`src/hw/rtl/dbcf_pkg.sv`:
```
`default_nettype none

package dbcf_pkg;

	localparam int RING_DEPTH = 4096;
	localparam int IDX_W      = $clog2(RING_DEPTH);
	localparam int TIME_W     = 32;
	localparam int PIN_W      = 32;
	localparam int DATA_W     = 8;
	localparam int SIG_W      = 9;
	localparam int DB_W       = 8;
	localparam int CNT_W      = 32;
	localparam int FRAME_W    = TIME_W + DATA_W + SIG_W;

	localparam int            DATA_BASE_PIN  = 2;
	localparam logic [DB_W-1:0] DEADBAND_RESET = DB_W'(3);

	// strobe, ack, busy, autofeed, init, selectin, paperout, select, error
	localparam logic [4:0] SIGNAL_PINS [SIG_W] = '{
		5'd10, 5'd11, 5'd12, 5'd21, 5'd19, 5'd18, 5'd14, 5'd15, 5'd20
	};

	typedef logic [IDX_W-1:0] idx_t;

	typedef enum logic {
		OP_EDGE = 1'b0,
		OP_POP  = 1'b1
	} op_t;

	typedef enum logic [2:0] {
		ST_STORED    = 3'd0,
		ST_COALESCED = 3'd1,
		ST_DROPPED   = 3'd2,
		ST_POPPED    = 3'd3,
		ST_EMPTY     = 3'd4
	} status_t;

	typedef struct packed {
		logic [TIME_W-1:0] frame_time;
		logic [DATA_W-1:0] frame_data;
		logic [SIG_W-1:0]  frame_signals;
	} frame_t;

	typedef struct packed {
		op_t               op;
		logic [TIME_W-1:0] time_us;
		logic [PIN_W-1:0]  pin_snapshot;
	} item_t;

	typedef struct packed {
		status_t          status;
		logic [CNT_W-1:0] drop_count;
	} tag_t;

	function automatic idx_t next_slot(input idx_t i);
		return (i == idx_t'(RING_DEPTH - 1)) ? '0 : i + idx_t'(1);
	endfunction

	function automatic logic [SIG_W-1:0] gather_signals(input logic [PIN_W-1:0] pins);
		logic [SIG_W-1:0] s;
		s = '0;
		for (int k = 0; k < SIG_W; k++) begin
			s[k] = pins[SIGNAL_PINS[k]];
		end
		return s;
	endfunction

endpackage

`default_nettype wire

```
`src/hw/rtl/dbcf_ctrl.sv`:
```
`default_nettype none

module dbcf_ctrl (
	input  wire logic                      clk,
	input  wire logic                      arst_n,
	input  wire logic                      cfg_we,
	input  wire logic [dbcf_pkg::DB_W-1:0] cfg_data,
	input  wire logic                      take,
	input  wire dbcf_pkg::item_t           item,
	output      logic                      ram_we,
	output      dbcf_pkg::idx_t            ram_waddr,
	output      dbcf_pkg::frame_t          ram_wdata,
	output      logic                      ram_re,
	output      dbcf_pkg::idx_t            ram_raddr,
	output      dbcf_pkg::tag_t            tag
);
	import dbcf_pkg::*;

	logic [DB_W-1:0]   deadband_q;
	logic [TIME_W-1:0] last_time_q;
	logic [CNT_W-1:0]  lost_q;
	idx_t              wr_idx_q;
	idx_t              rd_idx_q;

	logic [TIME_W-1:0] delta;
	logic              coalesce;
	logic              full;
	logic              empty;
	idx_t              wr_next;
	idx_t              rd_next;
	logic [CNT_W-1:0]  lost_next;

	always_comb begin
		delta     = item.time_us - last_time_q;
		coalesce  = (delta <= TIME_W'(deadband_q));
		wr_next   = next_slot(wr_idx_q);
		rd_next   = next_slot(rd_idx_q);
		full      = (wr_next == rd_idx_q);
		empty     = (rd_idx_q == wr_idx_q);
		lost_next = lost_q;
		ram_we    = 1'b0;
		ram_re    = 1'b0;
		unique case (item.op)
			OP_EDGE: begin
				if (coalesce) begin
					tag.status = ST_COALESCED;
				end else if (full) begin
					tag.status = ST_DROPPED;
					lost_next  = lost_q + CNT_W'(1);
				end else begin
					tag.status = ST_STORED;
					ram_we     = take;
				end
			end
			OP_POP: begin
				if (empty) begin
					tag.status = ST_EMPTY;
				end else begin
					tag.status = ST_POPPED;
					ram_re     = take;
				end
			end
			default: tag.status = ST_EMPTY;
		endcase
		tag.drop_count = lost_next;
	end

	assign ram_waddr = wr_idx_q;
	assign ram_raddr = rd_idx_q;
	assign ram_wdata = '{
		frame_time:    item.time_us,
		frame_data:    item.pin_snapshot[DATA_BASE_PIN +: DATA_W],
		frame_signals: gather_signals(item.pin_snapshot)
	};

	always_ff @(posedge clk or negedge arst_n) begin
		if (!arst_n) begin
			deadband_q <= DEADBAND_RESET;
		end else if (cfg_we) begin
			deadband_q <= cfg_data;
		end
	end

	always_ff @(posedge clk or negedge arst_n) begin
		if (!arst_n) begin
			last_time_q <= '0;
			lost_q      <= '0;
			wr_idx_q    <= '0;
			rd_idx_q    <= '0;
		end else if (take) begin
			lost_q <= lost_next;
			if (item.op == OP_EDGE && !coalesce) begin
				last_time_q <= item.time_us;
			end
			if (ram_we) begin
				wr_idx_q <= wr_next;
			end
			if (ram_re) begin
				rd_idx_q <= rd_next;
			end
		end
	end

endmodule

`default_nettype wire
```
`config.mk`:
```
export PLATFORM = sky130hd
export DESIGN_NAME = dbcf_ctrl
export DESIGN_NICKNAME = d
export VERILOG_FILES = /design/src/hw/rtl/dbcf_pkg.sv /design/src/hw/rtl/dbcf_ctrl.sv
export SDC_FILE = /design/constraint.sdc
export NUM_CORES = 1
export LEC_CHECK = 0
export BUFFER_PORTS_ARGS = -buffer_cell sky130_fd_sc_hd__buf_4
export CELL_PAD_IN_SITES_DETAIL_PLACEMENT = 0
export CELL_PAD_IN_SITES_GLOBAL_PLACEMENT = 2
export CORE_MARGIN = 1.5
export CORE_UTILIZATION = 36
export CTS_CLUSTER_DIAMETER = 150
export CTS_CLUSTER_SIZE = 25
export DETAILED_ROUTE_END_ITERATION = 8
export PLACE_DENSITY = 0.95
export SKIP_LAST_GASP = 1
export SYNTH_ARGS = -nofsm -noshare
export SYNTH_HDL_FRONTEND = slang
export SYNTH_SLANG_ARGS = --single-unit
```
`constraint.sdc`:
```
create_clock -name clk -period 7.2 [get_ports clk]
set_clock_uncertainty 0.1 [all_clocks]
set_input_delay 0 -clock clk [delete_from_list [all_inputs] [get_ports clk]]
set_output_delay 0 -clock clk [all_outputs]
set_load 0.01 [all_outputs]
```
==> results.py, run 1 <==
metrics = {
    "grt": {
        "grt_pass1_wl_um": 36100,
        "first_global_vias": 7069,
        "grt_max_degree": 65,
        "overflow": 0,
        "grtUsageTotal_pct": 18.3,
        "antenna_found_initial": 0,
    },
    "synthesis": {
        "syn-num-nets": 1100,
        "syn_avg_cell_area_um2": 8.62,
        "synth_top_area_cell": "dfrtp_1",
        "synth_cell_types": 71,
        "synth_mux_area_share_pct": 5.05,
        "syn_area_um2": 8450,
        "synth_compound_area_share_pct": 14.5,
        "ys_ff_latch": 96,
        "synth_cells": 980,
        "yosysMostFrequentCell": "dfrtp_1",
        "synth_area_leaders": "dfrtp_1, xor2_1, ha_1",
        "synth-simple-area-share_pct": 24.2,
        "synth_top_family_by_area": "simple AND/OR/NAND/NOR gates",
        "synthAdderAreaFrac_pct": 6.46,
        "synthTopCellsByCount": "dfrtp_1, xor2_1, nand2_1, inv_1",
        "yosysTopAreaCellShare_pct": 27.8,
        "yosys_warnings": 0,
        "synth_xor_xnor_area_share_pct": 11.2,
        "synth_ff_type": "dfrtp_1",
        "synth_edf_count": 0,
        "ys_seq_area_share_pct": 28.5,
        "postSynth.asyncResetShare_pct": 100,
    },
    "timing": {
        "grt_setup_unrepaired": "false",
        "hold_viol": 0,
        "final.setup.tns_ns": 0,
        "fmax_mhz": 170,
        "min_period_ns": 5.88,
        "worst_pin_slew_ns": 1.08,
        "final.period_utilization_pct": 81.7,
        "slew_headroom_pct": 27.6,
        "setup_violations": 0,
        "slew_viol_final": 0,
    },
    "layout": {
        "nets": 1221,
        "n_antenna_cell": 0,
        "drive_above_1_share_pct": 23.1,
        "stdcell_area_um2": 10300,
        "layout.cells.non_filler": 1419,
        "multi_input_area_um2": 5200,
        "area_growth_pct": 22.4,
        "seqCellArea_um2": 2400,
        "fill_cells": 2313,
    },
    "floorplanning": {
        "fp.dieW_um": 156,
        "ios": 187,
        "dieHeight_um": 156,
        "start_util_pct": 37.0,
        "fp-row-count": 55,
        "die_area_um2": 24400,
        "core_area_um2": 22800,
    },
    "drt": {
        "routed_wl_um": 22100,
        "wl_per_cell_um": 15.6,
        "detail-route-antenna-nets": 0,
        "drtIter0Drc": 366,
        "drt_first_pass_iters": 4,
        "viasPerCell": 5.24,
        "drc": 0,
        "vias": 7430,
    },
    "worst_setup_path": {
        "reg2reg_to": "last_time_q[12]$_DFFE_PN0P_",
        "worstPathRequired_ns": 7.10,
        "startpoint": "last_time_q[3]$_DFFE_PN0P_",
        "worstRegToRegCells": 18,
        "worst-path-max-fanout": 17,
        "cp-start-kind": "flop",
        "r2r_slack_ns": 1.61,
        "crit_end": "tag[1]",
        "path_class": "flop to output port",
        "reg2reg_from": "last_time_q[3]$_DFFE_PN0P_",
        "end_kind": "output port",
        "worst-endpoint-arrival_ns": 5.78,
    },
    "clock_network": {
        "cts_buffers": 9,
        "clk_latency_ns": 0.36,
        "tritoncts": "built",
        "path_clk_slew_ns": 0.08,
        "htreeDepth": 3,
        "clock_sinks": 96,
        "clockBufferDepth": 2,
        "cts-root-buf": "clkbuf_16",
    },
    "placement": {
        "gp_congestion": 0.855,
        "place_hpwl_um": 15600,
        "portBuffers": 137,
        "placed_area_um2": 9290,
        "dp_cells": 1329,
    },
    "power": {
        "powerDensity_nw_per_um2": 188,
        "leakage_nw": 4.70,
        "peakVddDrop_mv": 0.120,
    },
    "min_path": {
        "min_path_type": "input pin to asynchronous set/reset pin",
    },
    "job": {
        "max_cap_violations": 0,
    },
    "run_status": {
        "status": "complete, no violations",
    },
}
cell families (layout without fill, tap and decap cells):
logic type | Yosys count | after routing
and+or+nand+nor | 339 | 339
AOI/OAI and AO/OA | 193 | 193
buffers and inverters | 163 | 289
xor gates and xnor gates | 108 | 108
DFF | 96 | 96
adders and majority gates | 43 | 43
muxes | 38 | 38
registers in the layout (all words and copies together), names as in the netlist:
register,flops
last_time_q,32
ram_raddr,12
deadband_q,8
ram_waddr,12
lost_q,32
report_power, final:
group          switching [mW]  total (mW)  internal, mW
sequential             0.0820       0.680         0.598
combinational           0.411       0.752         0.340
clock                   0.265       0.517         0.252
how the worst min path moves through the flow:
stage	slack [ns]	start	depth (start not counted)	endpoint
4_1_cts	0.13	arst_n	2	last_time_q[9]$_DFFE_PN0P_
2_1_floorplan	-0.40	arst_n	0	deadband_q[2]$_DFFE_PN0P_
5_1_grt	0.17	arst_n	2	last_time_q[9]$_DFFE_PN0P_
6_report	0.10	arst_n	2	last_time_q[9]$_DFFE_PN0P_
3_3_place_gp	-0.1	item[3]	0	ram_wdata[10]
3_5_place_dp	-0.1	item[3]	0	ram_wdata[10]
per-layer routing:
metal	global-route usage, %	vias to the layer above	share of wire [%]
met5	0	-	0
met4	4.72	0	1.4
met2	30.3	154	48
met3	2.81	18	3.6
met1	24.8	3584	47
li1	-	3674	-
worst max-delay path, stage by stage (launching register included):
cell and delay, ns:
dfrtp_1 0.35, inv_1 0.04, ha_1 0.35, o211ai_1 0.14, a21o_1 0.21, and2_1 0.17, o21ai_0 0.21, xor2_1 0.11
ha_1 0.33, nand4_1 0.12, nor2_1 0.16, a21oi_1 0.07, a2111o_1 0.39, a2111oi_0 0.44, nand4_1 0.16, nor4_1 0.35
o2111ai_1 0.39, nor2_4 0.51, buf_4 0.36, nor3_1 0.12, mux2_2 0.31, buf_4 0.14
placed cells by master, fill, tap and decap left out, types with 39 or more instances in the layout:
cell and n:
ha_1 42, dlygate4sd3_1 74, xor2_1 88, o21ai_0 56
nor4_2 39, nor2_1 51, inv_1 57, nand2_1 87
dfrtp_1 94, a21oi_1 52, buf_4 141
cell type report:
| cell class | instances | area share, % |
|---|---|---|
| Timing Repair Buffer | 216 | 17.6 |
| Inverter | 57 | 2.07 |
| Clock buffer | 9 | 2.18 |
| Clock inverter | 7 | 0.787 |
| Sequential cell | 96 | 23.3 |
| Tap cell | 313 | 3.79 |
| Multi-Input combinational cell | 721 | 50.3 |
what timing repair did:
action / in CTS / in global routing
setup endpoints to repair: 0 / 0
buffers inserted: 0 / 0
hold buffers: 74 / 0
gates resized for setup: 0 / 0
hold endpoints to repair: 106 / 0
through the flow:
| stage | total power [mW] | hold WS (ns) | utilization (%) | setup slack (ns) |
|---|---|---|---|---|
| 2_1_floorplan | 1.20 | -0.396 | - | 2.85 |
| 3_3_place_gp | 1.40 | -0.0999 | 40.7 | 1.68 |
| 3_5_place_dp | 1.40 | -0.0999 | 40.7 | 1.56 |
| 4_1_cts | 1.97 | 0.130 | 45.3 | 1.29 |
| 5_1_grt | 2.08 | 0.169 | 45.3 | 0.885 |
| 6_report | 1.95 | 0.101 | 45.3 | 1.32 |
(Power assumes the default switching activity.)
==> run 2: changes to the inputs <==
- ABC_AREA: default -> 1
- CORE_UTILIZATION: 36 -> 29
- PLACE_DENSITY: 0.95 -> 0.93
- clock period: 7.2 -> 5.5 ns (I/O delays scaled with it)
==> run 2 against run 1 <==
  * Hold slack got worse by 0.056 ns
  * Setup slack got worse by 0.45 ns
  * Combinational power increased by 70%
  * Via count increased by 22%
  * Synthesized area increased by 5.8%
==> results.py, run 2 <==
metrics = {
    "layout": {
        "n_antenna_cell": 0,
        "largestRegisters": "last_time_q: 32 flops, lost_q: 32 flops",
        "stdcell_area_um2": 11000,
        "final_common_cell": "nand2_1",
        "layout_common_cells": "nand2_1, inv_1, buf_4, nor2_1, nand3_1",
        "nets": 1704,
        "drive_above_1_share_pct": 12.4,
        "finish.utilization_pct": 36.1,
        "area_growth_pct": 22.9,
        "layout.cells.non_filler": 1985,
    },
    "grt": {
        "grt_max_degree": 67,
        "grt_pass1_wl_um": 42300,
        "first_global_vias": 8659,
        "antenna_found_initial": 0,
        "grtUsageTotal_pct": 16.6,
        "overflow": 0,
    },
    "worst_setup_path": {
        "path_class": "flop to output port",
        "startpoint": "last_time_q[2]$_DFFE_PN0P_",
        "cp-start-kind": "flop",
        "worst-endpoint-arrival_ns": 4.53,
        "end_kind": "output port",
        "worstPathRequired_ns": 5.40,
        "worst-path-max-fanout": 63,
        "reg2reg_to": "ram_waddr[1]$_DFFE_PN0P_",
        "crit_end": "ram_we",
        "r2r_slack_ns": 1.18,
        "reg2reg_from": "last_time_q[2]$_DFFE_PN0P_",
        "worstRegToRegCells": 23,
    },
    "clock_network": {
        "clock_sinks": 96,
        "clk_latency_ns": 0.36,
        "cts_buffers": 9,
        "cts-root-buf": "clkbuf_16",
        "path_clk_slew_ns": 0.08,
        "htreeDepth": 3,
        "clockBufferDepth": 2,
        "tritoncts": "built",
        "cts_setup_buffers": 0,
    },
    "drt": {
        "wl_per_cell_um": 13.0,
        "vias": 9040,
        "routed_wl_um": 25800,
        "viasPerCell": 4.55,
        "drt_first_pass_iters": 5,
        "detail-route-antenna-nets": 0,
        "drc": 0,
        "drtIter0Drc": 337,
    },
    "placement": {
        "portBuffers": 137,
        "place_hpwl_um": 19500,
        "gp_congestion": 0.857,
        "placed_area_um2": 9940,
        "dp_cells": 1895,
        "dpl_worst_slack_ns": 1.13,
    },
    "floorplanning": {
        "dieHeight_um": 179,
        "fp.dieW_um": 179,
        "ios": 187,
        "core_area_um2": 30400,
        "start_util_pct": 29.4,
        "die_area_um2": 31900,
        "fp-row-count": 64,
    },
    "min_path": {
        "min_path_type": "input pin to flop",
        "min_path_cells": 5,
        "min_from": "item[64]",
    },
    "synthesis": {
        "syn_area_um2": 8940,
        "synthTopCellsByCount": "nand2_1, inv_1, nor2_1, nand3_1, dfrtp_1",
        "postSynth.asyncResetShare_pct": 100,
        "synth_top_area_cell": "dfrtp_1",
        "synth_edf_count": 0,
        "ys_seq_area_share_pct": 26.9,
        "synth_cell_types": 42,
        "yosys_warnings": 0,
        "syn_avg_cell_area_um2": 6.21,
        "syn-num-nets": 1559,
        "ys_ff_latch": 96,
        "yosysMostFrequentCell": "nand2_1",
        "yosysTopAreaCellShare_pct": 26.3,
        "synth_cells": 1439,
        "synth_ff_type": "dfrtp_1",
        "synth_area_leaders": "dfrtp_1, nand2_1, inv_1",
    },
    "timing": {
        "final.period_utilization_pct": 84.2,
        "min_period_ns": 4.63,
        "worst_slack_ns": 0.869,
        "slew_headroom_pct": 38.2,
        "slew_viol_final": 0,
        "fmax_mhz": 216,
        "setup_violations": 0,
        "final.setup.tns_ns": 0,
        "hold_viol": 0,
        "worst_pin_slew_ns": 0.927,
        "holdWs_ns": 0.0445,
        "grt_setup_unrepaired": "false",
    },
    "power": {
        "leakage_nw": 5.94,
        "powerDensity_nw_per_um2": 266,
        "peakVddDrop_mv": 0.204,
        "p_total_mw": 2.93,
    },
    "run_status": {
        "status": "complete, no violations",
    },
    "job": {
        "max_cap_violations": 0,
    },
}
==> run 2: cell types whose count changed in the layout (fill, tap and decap cells not counted), moves of 15 or more <==
cell,delta
nand3_1,+80
nor4_2,-39
inv_1,+179
xor2_1,-65
o21ai_0,-37
and3_1,-17
nand4_1,+39
nor2_1,+73
xnor2_1,-15
mux2_2,-32
nand2_1,+384
nor3_1,-18
==> run 2: final cells by class <==
| cell class | instances | area (µm²) |
|---|---|---|
| clock inverters | 7 | 85.1 |
| repair buffers | 215 | 1800 |
| multi-input cells | 1015 | 5050 |
| well taps | 396 | 495 |
| inverters | 247 | 927 |
| clock buffers | 9 | 225 |
| flip-flops and latches | 96 | 2400 |
| fillers | 3388 | 19400 |
==> run 2: kinds of logic (layout without fill, tap and decap cells) <==
group | after synthesis | after routing | synth area share [%]
simple gates | 834 | 834 | 40.9
buf+inv | 328 | 478 | 16.6
compound gates | 109 | 109 | 6.62
flops | 96 | 96 | 26.9
fa+ha+maj | 43 | 43 | 6.10
xor+xnor | 28 | 28 | 2.74
mux | 1 | 1 | 0.126
==> run 2: worst min-delay path by stage <==
stage | endpoint | slack, ns
finish | ram_raddr[3]$_DFFE_PN0P_ | 0.04
global route | ram_raddr[3]$_DFFE_PN0P_ | 0.05
CTS | ram_raddr[2]$_DFFE_PN0P_ | 0.02
detailed placement | ram_wdata[10] | -0.1
global placement | ram_wdata[10] | -0.1
floorplan | deadband_q[2]$_DFFE_PN0P_ | -0.40
==> run 2: critical path, cell delays in order, from the launching register on <==
cell     delay, ns
dfrtp_1       0.32
inv_1         0.05
ha_1          0.37
a21oi_1       0.18
nand2_1       0.14
nand2_1       0.08
nand2_1       0.12
xor2_1        0.19
ha_1          0.30
nand2_1       0.07
nor2_1        0.14
nand2_1       0.07
nand2_1       0.06
nand2_1       0.07
nand3_1       0.10
nor2_1        0.05
nand3_1       0.07
nor2_1        0.05
nand3_2       0.06
buf_4         0.51
nand3_2       0.15
nor2_2        0.74
buf_4         0.25
==> run 2: report_power, final <==
| group | internal [mW] | switching [mW] | total (mW) |
|---|---|---|---|
| Combinational | 0.521 | 0.754 | 1.28 |
| Sequential | 0.815 | 0.153 | 0.968 |
| Clock | 0.363 | 0.321 | 0.685 |
==> run 2: timing repair <==
item                      CTS  global route
hold endpoints to repair  131             0
hold buffers               74             0
resized for setup           0             0
==> run 2: routing by layer <==
metal / wire length (µm) / track usage (%)
met1: 11800 / 20.6
met2: 12800 / 30.3
met3: 818 / 1.96
met4: 355 / 4.13
met5: 0 / 0
